--- src/rtl/assert_macros.svh ---
// assertion macros shared by the converter rtl
// no dependencies; included by files that carry concurrent checks
`ifndef ASSERT_MACROS_SVH
`define ASSERT_MACROS_SVH

// same-cycle implication, checked outside reset
`define ASSERT_IMPL(name, clk, rst, ante, cons) \
  name: assert property (@(posedge clk) disable iff (rst) (ante) |-> (cons)) \
    else $error("assertion failed");

// next-cycle implication, checked outside reset
`define ASSERT_NEXT(name, clk, rst, ante, cons) \
  name: assert property (@(posedge clk) disable iff (rst) (ante) |=> (cons)) \
    else $error("assertion failed");

`endif

--- src/rtl/cdn_pkg.sv ---
// shared types, constants and the month length function for the day number converter
// no dependencies
`timescale 1ns / 1ps
`default_nettype none

package cdn_pkg;

  localparam int SERIAL_W    = 22;
  localparam int DAY_W       = 5;
  localparam int MONTH_W     = 4;
  localparam int YEAR_W      = 14;
  localparam int ACC_W       = 23;
  localparam int QUOT_W      = 12;
  localparam int REM_W       = 11;
  localparam int PROD_W      = 2 * SERIAL_W;
  localparam int RECIP_SHIFT = 32;

  localparam int unsigned CYCLE_DAYS = 1461;
  localparam int unsigned LEAP_DAYS  = 366;
  localparam int unsigned YEAR_DAYS  = 365;

  // ceil(2^32 / 1461): exact quotient for every 22-bit dividend
  localparam logic [SERIAL_W-1:0] RECIP_1461 = 22'd2939745;

  localparam logic [DAY_W-1:0] DAYS_LONG     = 5'd31;
  localparam logic [DAY_W-1:0] DAYS_SHORT    = 5'd30;
  localparam logic [DAY_W-1:0] DAYS_FEB      = 5'd28;
  localparam logic [DAY_W-1:0] DAYS_FEB_LEAP = 5'd29;

  localparam logic [MONTH_W-1:0] MONTH_FIRST = 4'd1;
  localparam logic [MONTH_W-1:0] MONTH_FEBR  = 4'd2;
  localparam logic [MONTH_W-1:0] MONTH_LAST  = 4'd12;

  localparam logic KIND_TO_SERIAL = 1'b0;
  localparam logic KIND_TO_DATE   = 1'b1;

  typedef enum logic [6:0] {
    S_IDLE  = 7'b0000001,
    S_SETUP = 7'b0000010,
    S_DIV   = 7'b0000100,
    S_REM   = 7'b0001000,
    S_YEAR  = 7'b0010000,
    S_MONTH = 7'b0100000,
    S_DONE  = 7'b1000000
  } cdn_state_t;

  typedef struct packed {
    logic load;
    logic quot_step;
    logic rem_step;
    logic year_fix;
    logic month_step;
    logic emit;
  } cdn_cmd_t;

  typedef struct packed {
    logic kind;
    logic err;
    logic month_done;
  } cdn_status_t;

  function automatic logic [DAY_W-1:0] days_in_month(input logic [MONTH_W-1:0] m,
                                                     input logic [YEAR_W-1:0] y);
    logic [DAY_W-1:0] d;
    case (m) inside
      4'd1, 4'd3, 4'd5, 4'd7, 4'd8, 4'd10, 4'd12: d = DAYS_LONG;
      4'd4, 4'd6, 4'd9, 4'd11:                    d = DAYS_SHORT;
      MONTH_FEBR: d = (y[1:0] == 2'b00) ? DAYS_FEB_LEAP : DAYS_FEB;
      default:    d = '0;
    endcase
    return d;
  endfunction

endpackage

`default_nettype wire

--- src/rtl/cdn_ctrl.sv ---
// sequencer for the day number converter: setup, divide, remainder, year fix, month walk, emit
// depends on cdn_pkg and assert_macros.svh
`timescale 1ns / 1ps
`default_nettype none
`include "assert_macros.svh"

module cdn_ctrl (
  input  logic                 clk,
  input  logic                 rst,
  input  logic                 in_valid,
  output logic                 in_ready,
  output logic                 out_valid,
  input  logic                 out_ready,
  input  cdn_pkg::cdn_status_t status,
  output cdn_pkg::cdn_cmd_t    cmd
);
  import cdn_pkg::*;

  cdn_state_t state, state_next;

  assign in_ready = (state == S_IDLE);

  always_comb begin
    cmd        = '0;
    state_next = state;
    case (state)
      S_IDLE: begin
        if (in_valid) begin
          cmd.load   = 1'b1;
          state_next = S_SETUP;
        end
      end
      S_SETUP: begin
        if (status.err) begin
          state_next = S_DONE;
        end else if (status.kind == KIND_TO_DATE) begin
          state_next = S_DIV;
        end else begin
          state_next = S_MONTH;
        end
      end
      S_DIV: begin
        cmd.quot_step = 1'b1;
        state_next    = S_REM;
      end
      S_REM: begin
        cmd.rem_step = 1'b1;
        state_next   = S_YEAR;
      end
      S_YEAR: begin
        cmd.year_fix = 1'b1;
        state_next   = S_MONTH;
      end
      S_MONTH: begin
        if (status.month_done) begin
          state_next = S_DONE;
        end else begin
          cmd.month_step = 1'b1;
        end
      end
      S_DONE: begin
        // hold here while the output register is still full
        if (!out_valid || out_ready) begin
          cmd.emit   = 1'b1;
          state_next = S_IDLE;
        end
      end
      default: state_next = S_IDLE;
    endcase
  end

  always_ff @(posedge clk) begin
    if (rst) begin
      state     <= S_IDLE;
      out_valid <= 1'b0;
    end else begin
      state <= state_next;
      if (cmd.emit) begin
        out_valid <= 1'b1;
      end else if (out_ready) begin
        out_valid <= 1'b0;
      end
    end
  end

  `ASSERT_NEXT(a_busy_after_beat, clk, rst, in_valid && in_ready, !in_ready)
  `ASSERT_IMPL(a_emit_into_free_slot, clk, rst, cmd.emit, !out_valid || out_ready)
  `ASSERT_NEXT(a_quot_then_rem, clk, rst, cmd.quot_step, cmd.rem_step)
  `ASSERT_NEXT(a_rem_then_year_fix, clk, rst, cmd.rem_step, cmd.year_fix)

endmodule

`default_nettype wire

--- src/rtl/cdn_dp.sv ---
// datapath for the day number converter: range check, reciprocal divide by 1461,
// year split, month walk and the output register; depends on cdn_pkg and assert_macros.svh
`timescale 1ns / 1ps
`default_nettype none
`include "assert_macros.svh"

module cdn_dp #(
  parameter int unsigned MAX_YEAR = 9999
) (
  input  logic                           clk,
  input  logic                           rst,
  input  logic                           kind,
  input  logic [cdn_pkg::DAY_W-1:0]      day_of_month,
  input  logic [cdn_pkg::MONTH_W-1:0]    month_in,
  input  logic [cdn_pkg::YEAR_W-1:0]     year_in,
  input  logic [cdn_pkg::SERIAL_W-1:0]   serial_in,
  input  cdn_pkg::cdn_cmd_t              cmd,
  output cdn_pkg::cdn_status_t           status,
  output logic [cdn_pkg::SERIAL_W-1:0]   serial_out,
  output logic [cdn_pkg::DAY_W-1:0]      day_out,
  output logic [cdn_pkg::MONTH_W-1:0]    month_out,
  output logic [cdn_pkg::YEAR_W-1:0]     year_out,
  output logic                           range_error
);
  import cdn_pkg::*;

  localparam int unsigned SerialMax = (MAX_YEAR + 1) * YEAR_DAYS + MAX_YEAR / 4 + 1;

  logic                 kind_r, err_r;
  logic [ACC_W-1:0]     acc;
  logic [QUOT_W-1:0]    quot;
  logic [YEAR_W-1:0]    year_r;
  logic [MONTH_W-1:0]   month_r, mcnt;

  logic                 in_err;
  logic [ACC_W-1:0]     date_base;
  logic [PROD_W-1:0]    prod;
  logic [ACC_W-1:0]     cycle_base;
  logic [REM_W-1:0]     yr_r1, yr_rem;
  logic [YEAR_W-1:0]    yr_base, yr_year;
  logic [DAY_W-1:0]     dim;
  logic                 ok_date, ok_serial;

  // range check on the incoming beat
  always_comb begin
    if (kind == KIND_TO_SERIAL) begin
      in_err = (month_in == '0) || (month_in > MONTH_LAST) || (day_of_month == '0) ||
               (32'(year_in) > MAX_YEAR);
    end else begin
      in_err = (serial_in == '0) || (32'(serial_in) > SerialMax);
    end
  end

  // days before the year plus the day; the month walk adds the rest
  assign date_base = ACC_W'(year_in) * ACC_W'(YEAR_DAYS)
                   + ACC_W'((15'(year_in) + 15'd3) >> 2)
                   + ACC_W'(day_of_month);

  // quotient by reciprocal multiply, then the remainder in the next cycle
  assign prod       = PROD_W'(acc[SERIAL_W-1:0]) * PROD_W'(RECIP_1461);
  assign cycle_base = ACC_W'(quot) * ACC_W'(CYCLE_DAYS);

  // split the remainder of a four-year cycle into year and day of year
  always_comb begin
    yr_base = {quot, 2'b00};
    yr_r1   = acc[REM_W-1:0] - REM_W'(LEAP_DAYS);
    yr_rem  = acc[REM_W-1:0];
    yr_year = yr_base;
    if (acc >= ACC_W'(LEAP_DAYS)) begin
      if (yr_r1 >= REM_W'(2 * YEAR_DAYS)) begin
        yr_year = yr_base + YEAR_W'(3);
        yr_rem  = yr_r1 - REM_W'(2 * YEAR_DAYS);
      end else if (yr_r1 >= REM_W'(YEAR_DAYS)) begin
        yr_year = yr_base + YEAR_W'(2);
        yr_rem  = yr_r1 - REM_W'(YEAR_DAYS);
      end else begin
        yr_year = yr_base + YEAR_W'(1);
        yr_rem  = yr_r1;
      end
    end
  end

  assign dim = days_in_month(mcnt, year_r);

  always_comb begin
    status.kind = kind_r;
    status.err  = err_r;
    if (kind_r == KIND_TO_SERIAL) begin
      status.month_done = (mcnt == month_r);
    end else begin
      status.month_done = (mcnt == MONTH_LAST) || (acc < ACC_W'(dim));
    end
  end

  assign ok_date   = !err_r && (kind_r == KIND_TO_DATE);
  assign ok_serial = !err_r && (kind_r == KIND_TO_SERIAL);

  always_ff @(posedge clk) begin
    if (cmd.load) begin
      kind_r  <= kind;
      err_r   <= in_err;
      month_r <= month_in;
      year_r  <= year_in;
      mcnt    <= MONTH_FIRST;
      quot    <= '0;
      if (kind == KIND_TO_DATE) begin
        acc <= ACC_W'(serial_in) - ACC_W'(1);
      end else begin
        acc <= date_base;
      end
    end else if (cmd.quot_step) begin
      quot <= prod[PROD_W-1:RECIP_SHIFT];
    end else if (cmd.rem_step) begin
      acc <= acc - cycle_base;
    end else if (cmd.year_fix) begin
      acc    <= ACC_W'(yr_rem);
      year_r <= yr_year;
    end else if (cmd.month_step) begin
      if (kind_r == KIND_TO_DATE) begin
        acc <= acc - ACC_W'(dim);
      end else begin
        acc <= acc + ACC_W'(dim);
      end
      mcnt <= mcnt + 1'b1;
    end
    if (cmd.emit) begin
      serial_out  <= ok_serial ? acc[SERIAL_W-1:0] : '0;
      day_out     <= ok_date ? (acc[DAY_W-1:0] + 1'b1) : '0;
      month_out   <= ok_date ? mcnt : '0;
      year_out    <= ok_date ? year_r : '0;
      range_error <= err_r;
    end
  end

  `ASSERT_IMPL(a_div_rem_in_cycle, clk, rst, cmd.year_fix, acc < ACC_W'(CYCLE_DAYS))
  `ASSERT_IMPL(a_walk_rem_in_year, clk, rst, cmd.month_step && ok_date, acc < ACC_W'(LEAP_DAYS))
  `ASSERT_IMPL(a_walk_month_bound, clk, rst, cmd.month_step, mcnt < MONTH_LAST)

endmodule

`default_nettype wire

--- src/rtl/calendar_day_number_converter.sv ---
// calendar day number converter: date to serial day number and back
// input beat: kind, day_of_month, month_in, year_in, serial_in; output beat: one result
// each input beat gives exactly one output beat, in order
// kind 0 walks the months before month_in
// kind 1 runs a reciprocal multiply and a remainder step for the divide by 1461, a year
//   split step and a month walk of up to 11 steps
// an out-of-range beat sets range_error with zero value fields
// one item is in work at a time; in_ready rises again the cycle after the result is loaded,
//   so the input takes no new beat before the current one is finished
// the result sits in an output register, so a new beat is accepted while it waits
// a stalled receiver holds the finished item in its last state until the register frees
// synchronous reset empties the output register and returns the sequencer to idle
// MAX_YEAR sets the upper bound of valid years and of valid serial numbers
// depends on cdn_pkg, cdn_ctrl and cdn_dp
`timescale 1ns / 1ps
`default_nettype none

module calendar_day_number_converter #(
  parameter int unsigned MAX_YEAR = 9999
) (
  input  logic                         clk,
  input  logic                         rst,
  input  logic                         in_valid,
  output logic                         in_ready,
  input  logic                         kind,
  input  logic [cdn_pkg::DAY_W-1:0]    day_of_month,
  input  logic [cdn_pkg::MONTH_W-1:0]  month_in,
  input  logic [cdn_pkg::YEAR_W-1:0]   year_in,
  input  logic [cdn_pkg::SERIAL_W-1:0] serial_in,
  output logic                         out_valid,
  input  logic                         out_ready,
  output logic [cdn_pkg::SERIAL_W-1:0] serial_out,
  output logic [cdn_pkg::DAY_W-1:0]    day_out,
  output logic [cdn_pkg::MONTH_W-1:0]  month_out,
  output logic [cdn_pkg::YEAR_W-1:0]   year_out,
  output logic                         range_error
);
  import cdn_pkg::*;

  cdn_cmd_t    cmd;
  cdn_status_t status;

  cdn_ctrl u_ctrl (
    .clk       (clk),
    .rst       (rst),
    .in_valid  (in_valid),
    .in_ready  (in_ready),
    .out_valid (out_valid),
    .out_ready (out_ready),
    .status    (status),
    .cmd       (cmd)
  );

  cdn_dp #(
    .MAX_YEAR (MAX_YEAR)
  ) u_dp (
    .clk          (clk),
    .rst          (rst),
    .kind         (kind),
    .day_of_month (day_of_month),
    .month_in     (month_in),
    .year_in      (year_in),
    .serial_in    (serial_in),
    .cmd          (cmd),
    .status       (status),
    .serial_out   (serial_out),
    .day_out      (day_out),
    .month_out    (month_out),
    .year_out     (year_out),
    .range_error  (range_error)
  );

endmodule

`default_nettype wire

--- config.mk ---
export PLATFORM = sky130hd
export DESIGN_NAME = calendar_day_number_converter
export DESIGN_NICKNAME = d
export VERILOG_FILES = /design/src/rtl/cdn_pkg.sv /design/src/rtl/cdn_ctrl.sv /design/src/rtl/cdn_dp.sv /design/src/rtl/calendar_day_number_converter.sv
export VERILOG_INCLUDE_DIRS = /design/src /design/src/rtl
export SDC_FILE = /design/constraint.sdc
export NUM_CORES = 1
export LEC_CHECK = 0
export ABC_AREA = 1
export BUFFER_PORTS_ARGS = -buffer_cell sky130_fd_sc_hd__buf_4
export CAP_MARGIN = 20
export CORE_AREA = 3 3 290 292
export CTS_CLUSTER_DIAMETER = 100
export DETAILED_ROUTE_END_ITERATION = 7
export DIE_AREA = 0 0 293 295
export PLACE_DENSITY = 0.43
export REMOVE_ABC_BUFFERS = 1
export SLEW_MARGIN = 25
export SYNTH_ARGS = -nofsm -noshare
export SYNTH_HDL_FRONTEND = slang
export SYNTH_SLANG_ARGS = --single-unit
--- constraint.sdc ---
create_clock -name clk -period 15.6 [get_ports clk]
set_clock_uncertainty 0.15 [all_clocks]
set_input_delay 2.34 -clock clk [delete_from_list [all_inputs] [get_ports clk]]
set_output_delay 2.34 -clock clk [all_outputs]
set_load 0.05 [all_outputs]
==> impl_metrics.py, run 1 <==
metrics = {
    "status": {
        "status": "complete, no violations",
    },
    "yosys": {
        "synthCells": 2900,
        "synth_cell_type_count": 62,
        "yosysTopAreaCell": "fa_1",
        "synth_top_cell_area_share_pct": 25.8,
        "synth_area_leaders": "fa_1 (26%), ha_1 (21%), edfxtp_1 (11%)",
        "synth-compound-area-share_pct": 9.86,
        "synthMuxAreaShare_pct": 0,
        "synthFlopType": "edfxtp_1",
        "postSynthAreaPerCell_um2": 8.18,
        "synth-async-reset-ratio_pct": 0,
        "synth_fa_ha_area_share_pct": 46.9,
        "ys_seq_area_share_pct": 13.3,
        "yosys.area_share.simple_pct": 16.4,
        "syn_area_um2": 23700,
        "yosysWarnings": 0,
        "synthXorXnorAreaFrac_pct": 1.55,
        "synth_edf_count": 89,
        "synth_top_family_by_area": "adder cells",
        "ys_ff_latch": 113,
    },
    "clock_network": {
        "ctsResizeCount": 0,
        "clk_pin_slew_worst_paths_ns": 0.06,
        "insertion_delay_ns": 0.47,
        "ctsHtreeMaxLevel": 4,
        "cts_setup_buffers": 0,
        "cts.hold.buffers_added": 0,
        "cts_tree": "yes",
        "clockBufferDepth": 2,
        "clock_sinks": 113,
        "cts_buffers": 17,
        "cts_root_buf": "clkbuf_16",
    },
    "die": {
        "die_area_um2": 86400,
        "die_h_um": 295,
        "start_util_pct": 29.0,
        "num_io_pins": 98,
        "die_x_um": 293,
        "rows": 105,
        "core_um2": 81800,
    },
    "critical_path": {
        "crit_arrival_ns": 7.08,
        "required_ns": 15.62,
        "start_kind": "input port",
        "path_max_fanout": 7,
        "worst-r2r-cell-count": 21,
        "crit_type": "input port to flop",
        "endpoint_kind": "flop",
    },
    "detailed_routing": {
        "vias": 19500,
        "drt-total-wl_mm": 80.7,
        "drt_iter0_markers": 1225,
        "drtAntennaViolNets": 0,
        "drcViolationCount": 0,
        "wire_per_inst_um": 19.7,
        "first_pass_iters": 5,
        "viasPerCell": 4.77,
    },
    "sta": {
        "period_minus_slack_ns": 7.06,
        "rsz0062_at_grt": "no",
        "worst_slew_pin_slew_ns": 1.06,
        "fmax_ghz": 0.142,
        "timing.final.crit_share_pct": 45.3,
        "tns_ns": 0,
        "finalSetupViolCount": 0,
        "whs_ns": 0.319,
        "finalMaxSlewViolations": 0,
        "slew-limit-headroom_pct": 29.2,
        "finalHoldViolCount": 0,
    },
    "place": {
        "gp_congestion": 0.880,
        "place_hpwl_mm": 69.5,
        "port_buffers": 97,
    },
    "min_path": {
        "min_path_type": "flop to flop",
        "hold-path-cell-count": 0,
    },
    "grt": {
        "grt_usage_pct": 18.9,
        "overflow": 0,
        "grt_pass1_vias": 19800,
        "grt_pass1_wl_mm": 124,
        "antenna_found_initial": 2,
        "grt_start_max_net_pins": 60,
    },
    "layout": {
        "post_route_cells_drive_above_1_share_pct": 7.29,
        "fill_cells": 8846,
        "finish.net_count": 3759,
        "synthToLayoutAreaGrowth_pct": 11.1,
    },
    "job": {
        "cap_violations": 0,
    },
}
cell usage after synthesis (8+ instances only):
library cell,number
nand4_1,33
o21a_1,8
nand2_4,8
nor3_1,24
xnor2_1,16
fa_1,306
clkbuf_1,17
nand2_1,423
a21o_1,9
o211ai_1,8
nor2_1,194
edfxtp_1,89
nor4_1,13
a21oi_1,173
o21ai_1,11
a31oi_1,11
inv_1,705
inv_2,10
nand2_2,15
xor2_1,26
nand3_1,127
o21ai_0,148
or2_2,9
ha_1,399
buf_2,8
a211oi_1,8
dfxtp_1,24
cell families after synthesis:
family	Yosys count
xor+xnor	42
flops	113
simple gates	872
buf+inv	750
compound gates	418
fa+ha+maj	705
cells in the final DEF, fill, tap and decap left out, types with 9 or more instances in the layout:
| cell type | count |
|---|---|
| fa_1 | 306 |
| dfxtp_1 | 24 |
| edfxtp_1 | 89 |
| nor4_1 | 11 |
| xnor2_1 | 16 |
| nand2_2 | 17 |
| a31oi_1 | 11 |
| o21ai_1 | 11 |
| nor2_1 | 194 |
| clkbuf_16 | 17 |
| o21ai_0 | 148 |
| a21oi_1 | 173 |
| nand4_1 | 33 |
| nand2_1 | 421 |
| nor3_1 | 24 |
| a21o_1 | 9 |
| ha_1 | 399 |
| xor2_1 | 26 |
| nand3_1 | 127 |
| inv_2 | 10 |
| buf_4 | 116 |
| inv_1 | 705 |
| or2_2 | 9 |
metrics by stage:
step / worst slack (ns) / utilization [%] / area, um^2 / cells
floorplan: 8.10 / - / 23600 / 2869
global placement: 8.07 / 31.5 / 25800 / 4055
detailed placement: 8.14 / 31.5 / 25800 / 4055
CTS: 8.63 / 32.2 / 26400 / 4087
global route: 8.16 / 32.2 / 26400 / 4088
finish: 8.54 / 32.2 / 26400 / 4088
sequential cells by signal (all words and copies together), names as in the netlist, 4 cells and up:
register and cells:
u_dp.acc 23, u_dp.serial_out 22, u_dp.year_out 14, u_dp.year_r 14, u_dp.quot 12, u_ctrl.state 7
u_dp.day_out 5, u_dp.mcnt 4, u_dp.month_out 4, u_dp.month_r 4
cell type report:
type	instances	area (um^2)	area share, %
Antenna cell	1	2.50	0.00949
Multi-Input combinational cell	2037	17700	67.3
Sequential cell	113	3150	12.0
Clock buffer	17	425	1.61
Inverter	719	2710	10.3
Clock inverter	15	134	0.508
Tap cell	1070	1340	5.08
Timing Repair Buffer	116	871	3.30
per-layer routing:
layer | GRT usage [%] | up-vias | routed length [um]
li1 | - | 9433 | -
met1 | 26.9 | 9641 | 38500
met2 | 32.0 | 379 | 38700
met3 | 1.59 | 45 | 2570
met4 | 2.81 | 0 | 905
met5 | 0 | - | 0
critical path, stage by stage:
cell      delay, ns
buf_4          0.14
nor2_1         0.06
nor2_1         0.17
nand2_1        0.10
nor2_1         0.09
inv_1          0.07
nor2_1         0.13
nand2_1        0.12
nor2_2         0.18
nand2_1        0.18
nor2_1         0.20
xor2_1         0.17
ha_1           0.25
fa_1           0.47
fa_1           0.48
ha_1           0.39
a21oi_1        0.34
o21ai_0        0.20
a21oi_1        0.17
o21ai_0        0.19
or2_2          0.32
a311oi_1       0.24
a21oi_1        0.07
worst paths after layout:
kind                                    from                to  slack [ns]
worst max-delay path              year_in[1]      u_dp.acc[15]        8.54
worst max register to register  u_dp.acc[17]      u_dp.quot[8]        8.74
worst min-delay path              u_dp.err_r  u_dp.range_error        0.32
worst min register to register    u_dp.err_r  u_dp.range_error        0.32
Power of run 1 is not shown: default switching activity piles up to over one toggle a cycle in this logic, so the estimate is an artifact.
==> inputs of run 2 (changes only) <==
--- a/config.mk
+++ b/config.mk
@@ -6,13 +6,13 @@
 export SDC_FILE = /design/constraint.sdc
 export NUM_CORES = 1
 export LEC_CHECK = 0
-export ABC_AREA = 1
+export ABC_AREA = 0
 export BUFFER_PORTS_ARGS = -buffer_cell sky130_fd_sc_hd__buf_4
 export CAP_MARGIN = 20
-export CORE_AREA = 3 3 290 292
+export CORE_AREA = 3 3 283 285
 export CTS_CLUSTER_DIAMETER = 100
 export DETAILED_ROUTE_END_ITERATION = 7
-export DIE_AREA = 0 0 293 295
+export DIE_AREA = 0 0 286 288
 export PLACE_DENSITY = 0.43
 export REMOVE_ABC_BUFFERS = 1
 export SLEW_MARGIN = 25
==> constraint.sdc (replaced) <==
create_clock -name clk -period 6.8 [get_ports clk]
set_clock_uncertainty 0.15 [all_clocks]
set_input_delay 1.02 -clock clk [delete_from_list [all_inputs] [get_ports clk]]
set_output_delay 1.02 -clock clk [all_outputs]
set_load 0.05 [all_outputs]
==> run 2 against run 1 <==
  * Cell count shrank 13%
  * Register-to-register slack lost 8.4 ns
  * Hold slack gained 0.051 ns
  * Non-clock buffer count grew 50
  * Global-route usage shrank 1.0 points
  * First-iteration DRC count shrank 20%
  * Synthesized area shrank 5.0%
  * Sequential cell count is the same
  * Utilization grew 0.62 points
  * Synthesized cell count shrank 18%
  * Critical path depth shrank 1
  * Die area shrank 4.7%
  * Largest cell class unchanged
==> impl_metrics.py, run 2 <==
metrics = {
    "sta": {
        "fmax_ghz": 0.155,
        "rsz0062_at_grt": "no",
        "slew-limit-headroom_pct": 23.5,
        "worst_slew_pin_slew_ns": 1.14,
        "finalMaxSlewViolations": 0,
        "period_minus_slack_ns": 6.45,
        "tns_ns": 0,
        "finalSetupViolCount": 0,
        "finalHoldViolCount": 0,
        "timing.final.crit_share_pct": 94.8,
    },
    "grt": {
        "grt_start_max_net_pins": 47,
        "grt_usage_pct": 17.9,
        "overflow": 0,
        "antenna_found_initial": 2,
        "grt_pass1_vias": 18300,
        "grt_pass1_wl_mm": 111,
    },
    "layout": {
        "layout_commonest_cell": "inv_1",
        "top_regs": "u_dp.acc (23), u_dp.serial_out (22)",
        "antenna_cells": 0,
        "largest_register_ffs": 23,
        "final_area_um2": 25500,
        "synthToLayoutAreaGrowth_pct": 13.0,
        "post_route_cells_drive_above_1_share_pct": 9.27,
        "finish.net_count": 3266,
        "top_register": "u_dp.acc",
        "final_cell_mix": "inv_1 (539), ha_1 (399), fa_1 (306)",
    },
    "place": {
        "gp_congestion": 0.881,
        "placed_area_um2": 24900,
        "place_hpwl_mm": 62.1,
        "port_buffers": 97,
    },
    "clock_network": {
        "cts.hold.buffers_added": 0,
        "ctsHtreeMaxLevel": 4,
        "cts_buffers": 17,
        "clk_pin_slew_worst_paths_ns": 0.07,
        "insertion_delay_ns": 0.49,
        "cts_root_buf": "clkbuf_16",
        "clockBufferDepth": 2,
        "clock_sinks": 113,
        "cts_tree": "yes",
    },
    "yosys": {
        "synth_top_cell_area_share_pct": 27.2,
        "synth_common_cells": "inv_1 (540), ha_1 (399), fa_1 (306)",
        "synth_edf_count": 89,
        "syn_area_um2": 22500,
        "synth_cell_type_count": 92,
        "synthFlopType": "edfxtp_1",
        "postSynthAreaPerCell_um2": 9.53,
        "yosysTopAreaCell": "fa_1",
        "yosysWarnings": 0,
        "synth-async-reset-ratio_pct": 0,
        "ys_ff_latch": 113,
        "yosysMostFrequentCell": "inv_1",
        "synth_area_leaders": "fa_1 (27%), ha_1 (22%), edfxtp_1 (12%)",
        "ys_seq_area_share_pct": 14.0,
        "synthCells": 2366,
    },
    "detailed_routing": {
        "drt_iter0_markers": 974,
        "viasPerCell": 4.86,
        "drt-total-wl_mm": 72.2,
        "drtAntennaViolNets": 0,
        "first_pass_iters": 6,
        "wire_per_inst_um": 20.3,
        "vias": 17300,
        "drcViolationCount": 0,
    },
    "critical_path": {
        "critical-path-top-delay-family": "adder cells",
        "path_common_cell": "fa_1",
        "setup.worst_path.start": "u_dp.acc[6]",
        "path_max_fanout": 10,
        "crit_arrival_ns": 6.65,
        "endpoint": "u_dp.quot[11]",
        "slowest_stage": "fa_1",
        "critPathBufInv": 6,
        "timing.rr.end": "u_dp.quot[11]",
        "critPathMaxStageDelay_ns": 0.56,
        "start_kind": "flop",
        "ff2ff_setup_slack_ns": 0.35,
        "required_ns": 7.00,
        "worst-r2r-cell-count": 22,
        "crit_cells": 22,
        "crit_type": "flop to flop",
        "endpoint_kind": "flop",
        "r2r_start": "u_dp.acc[6]",
        "path_cells": "buf_4 > ha_1 > fa_1 > inv_1 > fa_1 > inv_1 > fa_1 > inv_1 > fa_1 > fa_1 > inv_1 > ha_1 > ha_1 > o21ai_0 > o21ai_1 > a211oi_1 > a21o_1 > a21oi_1 > buf_4 > a31oi_1 > xnor2_1 > o21ai_0",
    },
    "status": {
        "status": "complete, no violations",
    },
    "die": {
        "core_um2": 77600,
        "die_area_um2": 82400,
        "start_util_pct": 29.0,
        "num_io_pins": 98,
        "die_x_um": 286,
        "die_h_um": 288,
        "rows": 102,
    },
    "min_path": {
        "min_path_type": "flop to flop",
    },
    "job": {
        "cap_violations": 0,
    },
}
==> run 2: cell count changes after synthesis, sizes merged, moves of 26 or more <==
cell | previous run | this run
nand2 | 447 | 107
inv | 717 | 541
nand3 | 132 | 41
nor2 | 203 | 113
a21oi | 177 | 91
o21ai | 161 | 78
xnor2 | 16 | 84
nor3 | 24 | 60
and2 | 0 | 26
==> run 2: layer usage <==
layer	wire [um]	up-vias	global-route usage [%]	share of wire (%)
met4	1660	0	4.77	2.3
li1	-	8158	-	-
met2	34800	373	29.7	48
met5	0	-	0	0
met3	2560	67	2.15	3.5
met1	33200	8719	24.7	46
==> run 2: worst min-delay path by stage <==
stage          slack, ns            start  cells after the start                 to
2_1_floorplan       0.33     u_dp.quot[3]                      2       u_dp.quot[3]
3_3_place_gp        0.37   u_dp.year_r[2]                      1   u_dp.year_out[2]
3_5_place_dp        0.37  u_dp.year_r[10]                      1  u_dp.year_out[10]
4_1_cts             0.37   u_dp.year_r[2]                      1   u_dp.year_out[2]
5_1_grt             0.38   u_dp.year_r[2]                      1   u_dp.year_out[2]
6_report            0.37   u_dp.year_r[2]                      1   u_dp.year_out[2]
==> run 2: cell type report <==
class | instances | area (um^2)
Fill cell | 8214 | 52100
Multi-Input combinational cell | 1670 | 17200
Sequential cell | 113 | 3150
Inverter | 543 | 2040
Tap cell | 1040 | 1300
Timing Repair Buffer | 166 | 1250
Clock buffer | 17 | 425
Clock inverter | 15 | 158
==> run 2: what timing repair did <==
item,CTS,global route
setup buffers,0,3
hold endpoints to repair,0,0
resized for setup,0,3
setup endpoints to repair,0,5
==> run 2: cell families (layout without fill, tap and decap cells) <==
| family | after synthesis | count (layout) | share of synthesized area, % |
|---|---|---|---|
| DFF | 113 | 113 | 14.0 |
| adders and majority gates | 705 | 705 | 49.3 |
| buffers and inverters | 583 | 741 | 9.98 |
| muxes | 9 | 9 | 0.405 |
| AOI/OAI and AO/OA | 370 | 370 | 11.2 |
| and+or+nand+nor | 462 | 462 | 10.2 |
| xor gates and xnor gates | 124 | 124 | 4.92 |
==> run 2: per-stage QoR <==
step | hold WS, ns | util, % | worst slack (ns) | instances
2_1_floorplan | 0.334 | - | 0.477 | 2326
6_report | 0.371 | 32.8 | 0.353 | 3564
3_5_place_dp | 0.368 | 32.0 | -0.242 | 3529
5_1_grt | 0.385 | 32.8 | 0.0387 | 3564
3_3_place_gp | 0.366 | 32.0 | -0.250 | 3529
4_1_cts | 0.374 | 32.8 | 0.162 | 3561
Power of run 2 is left out for the same reason.
==> inputs of run 3 (changes only) <==
--- a/config.mk
+++ b/config.mk
@@ -6,13 +6,13 @@
 export SDC_FILE = /design/constraint.sdc
 export NUM_CORES = 1
 export LEC_CHECK = 0
-export ABC_AREA = 0
-export BUFFER_PORTS_ARGS = -buffer_cell sky130_fd_sc_hd__buf_4
+export ABC_AREA = 1
+export BUFFER_PORTS_ARGS = -buffer_cell sky130_fd_sc_hd__buf_2
 export CAP_MARGIN = 20
-export CORE_AREA = 3 3 283 285
+export CORE_AREA = 3 3 290 292
 export CTS_CLUSTER_DIAMETER = 100
 export DETAILED_ROUTE_END_ITERATION = 7
-export DIE_AREA = 0 0 286 288
+export DIE_AREA = 0 0 293 295
 export PLACE_DENSITY = 0.43
 export REMOVE_ABC_BUFFERS = 1
 export SLEW_MARGIN = 25
==> run 3 against run 2 <==
  * Clock-buffer cell count is the same
  * Design area is 3.7% higher
  * Sequential cell count unchanged
  * Critical path depth up 1
  * First-iteration DRC count grew 33%
  * Die area is 4.9% higher
  * Register-to-register slack gained 0.08 ns
  * Global-route usage up 0.68 points
  * Hold slack worse by 0.035 ns
  * Sequential share of layout area is 0.44 points lower
==> impl_metrics.py, run 3 (synthesized netlist as in run 1, its figures left out) <==
metrics = {
    "status": {
        "status": "complete, no violations",
    },
    "sta": {
        "timing.final.crit_share_pct": 93.6,
        "period_minus_slack_ns": 6.36,
        "fmax_ghz": 0.157,
        "rsz0062_at_grt": "no",
        "finalSetupViolCount": 0,
        "slew-limit-headroom_pct": 38.0,
        "tns_ns": 0,
        "finalHoldViolCount": 0,
        "whs_ns": 0.335,
        "worst_slew_pin_slew_ns": 0.929,
        "finalMaxSlewViolations": 0,
    },
    "clock_network": {
        "clock_sinks": 113,
        "cts_buffers": 17,
        "cts_setup_buffers": 0,
        "clockBufferDepth": 2,
        "cts_tree": "yes",
        "cts.hold.buffers_added": 0,
        "insertion_delay_ns": 0.49,
        "ctsResizeCount": 0,
        "ctsHtreeMaxLevel": 4,
        "clk_pin_slew_worst_paths_ns": 0.07,
        "cts_root_buf": "clkbuf_16",
    },
    "critical_path": {
        "crit_arrival_ns": 6.57,
        "endpoint": "u_dp.quot[9]",
        "start_kind": "flop",
        "endpoint_kind": "flop",
        "r2r_start": "u_dp.acc[18]",
        "timing.rr.end": "u_dp.quot[9]",
        "crit_cells": 23,
        "setup.worst_path.start": "u_dp.acc[18]",
        "critPathBufInv": 6,
        "worst-r2r-cell-count": 23,
        "path_cells": "inv_1 > ha_1 > inv_1 > fa_1 > inv_1 > fa_1 > inv_1 > fa_1 > fa_1 > inv_1 > fa_1 > ha_1 > ha_1 > a21oi_1 > o21ai_0 > a21oi_1 > nor2_1 > a311oi_1 > nand2_1 > nand2_1 > nand3_1 > nand2_1 > inv_1",
        "path_max_fanout": 5,
        "path_common_cell": "inv_1",
        "critical-path-top-delay-family": "adder cells",
        "ff2ff_setup_slack_ns": 0.44,
        "required_ns": 7.01,
        "crit_type": "flop to flop",
        "critPathMaxStageDelay_ns": 0.54,
        "slowest_stage": "fa_1",
    },
    "layout": {
        "layout_commonest_cell": "inv_1",
        "largest_register_ffs": 23,
        "final_cell_mix": "inv_1 (705), nand2_1 (421), ha_1 (399)",
        "top_register": "u_dp.acc",
        "finish.net_count": 3792,
        "synthToLayoutAreaGrowth_pct": 11.3,
        "top_regs": "u_dp.acc (23), u_dp.serial_out (22)",
        "post_route_cells_drive_above_1_share_pct": 8.33,
    },
    "detailed_routing": {
        "first_pass_iters": 5,
        "drt-total-wl_mm": 79.3,
        "drtAntennaViolNets": 0,
        "viasPerCell": 4.73,
        "vias": 19500,
        "wire_per_inst_um": 19.2,
        "drt_iter0_markers": 1294,
        "drcViolationCount": 0,
    },
    "die": {
        "die_h_um": 295,
        "rows": 105,
        "die_x_um": 293,
        "num_io_pins": 98,
        "die_area_um2": 86400,
        "core_um2": 81800,
        "start_util_pct": 29.0,
    },
    "min_path": {
        "min_path_type": "flop to flop",
    },
    "grt": {
        "grt_pass1_vias": 19500,
        "grt_pass1_wl_mm": 120,
        "grt_usage_pct": 18.6,
        "overflow": 0,
        "grt_start_max_net_pins": 55,
        "antenna_found_initial": 6,
    },
    "place": {
        "place_hpwl_mm": 69.7,
        "gp_congestion": 0.922,
        "port_buffers": 97,
    },
    "job": {
        "cap_violations": 0,
    },
}
[run 3: final cells by class]
cell class	instances	area (um^2)
Sequential cell	113	3150
Fill cell	8847	55400
Clock buffer	17	425
Timing Repair Buffer	149	876
Clock inverter	15	165
Multi-Input combinational cell	2037	17700
Inverter	719	2710
Antenna cell	4	10.0
Tap cell	1070	1340
[run 3: per-layer routing]
layer	vias to the layer above	global-route usage [%]	share of wire [%]
met1	9406	25.9	46
met5	-	0	0.011
met3	62	2.99	5.7
met2	528	30.0	46
li1	9510	-	-
met4	2	5.03	2.0
[run 3: worst reg2reg max path: cells and delay by family, from the launching register on]
family / cells / cell delay (ns)
DFF: 1 / 0.49
AOI/OAI and AO/OA: 4 / 0.99
adders and majority gates: 8 / 3.51
buffers and inverters: 6 / 0.74
and+or+nand+nor: 5 / 0.36
[run 3: how the worst min path moves through the flow]
stage / start / endpoint / slack [ns] / depth (start not counted)
floorplan: u_dp.err_r / u_dp.range_error / 0.28 / 0
global placement: u_dp.err_r / u_dp.range_error / 0.33 / 0
detailed placement: u_dp.err_r / u_dp.range_error / 0.32 / 0
CTS: u_dp.err_r / u_dp.range_error / 0.33 / 0
global route: u_dp.err_r / u_dp.range_error / 0.35 / 0
finish: u_dp.err_r / u_dp.range_error / 0.34 / 0
[run 3: stage by stage]
stage / util (%) / std cells / cell area [um^2] / worst slack (ns)
final: 32.3 / 4124 / 26400 / 0.438
after global routing: 32.3 / 4122 / 26400 / 0.0566
after CTS: 32.2 / 4120 / 26400 / 0.439
after global placement: 31.5 / 4088 / 25800 / 0.431
after floorplan: - / 2869 / 23600 / 0.623
after detailed placement: 31.5 / 4088 / 25800 / 0.411
Power of run 3 is left out for the same reason.
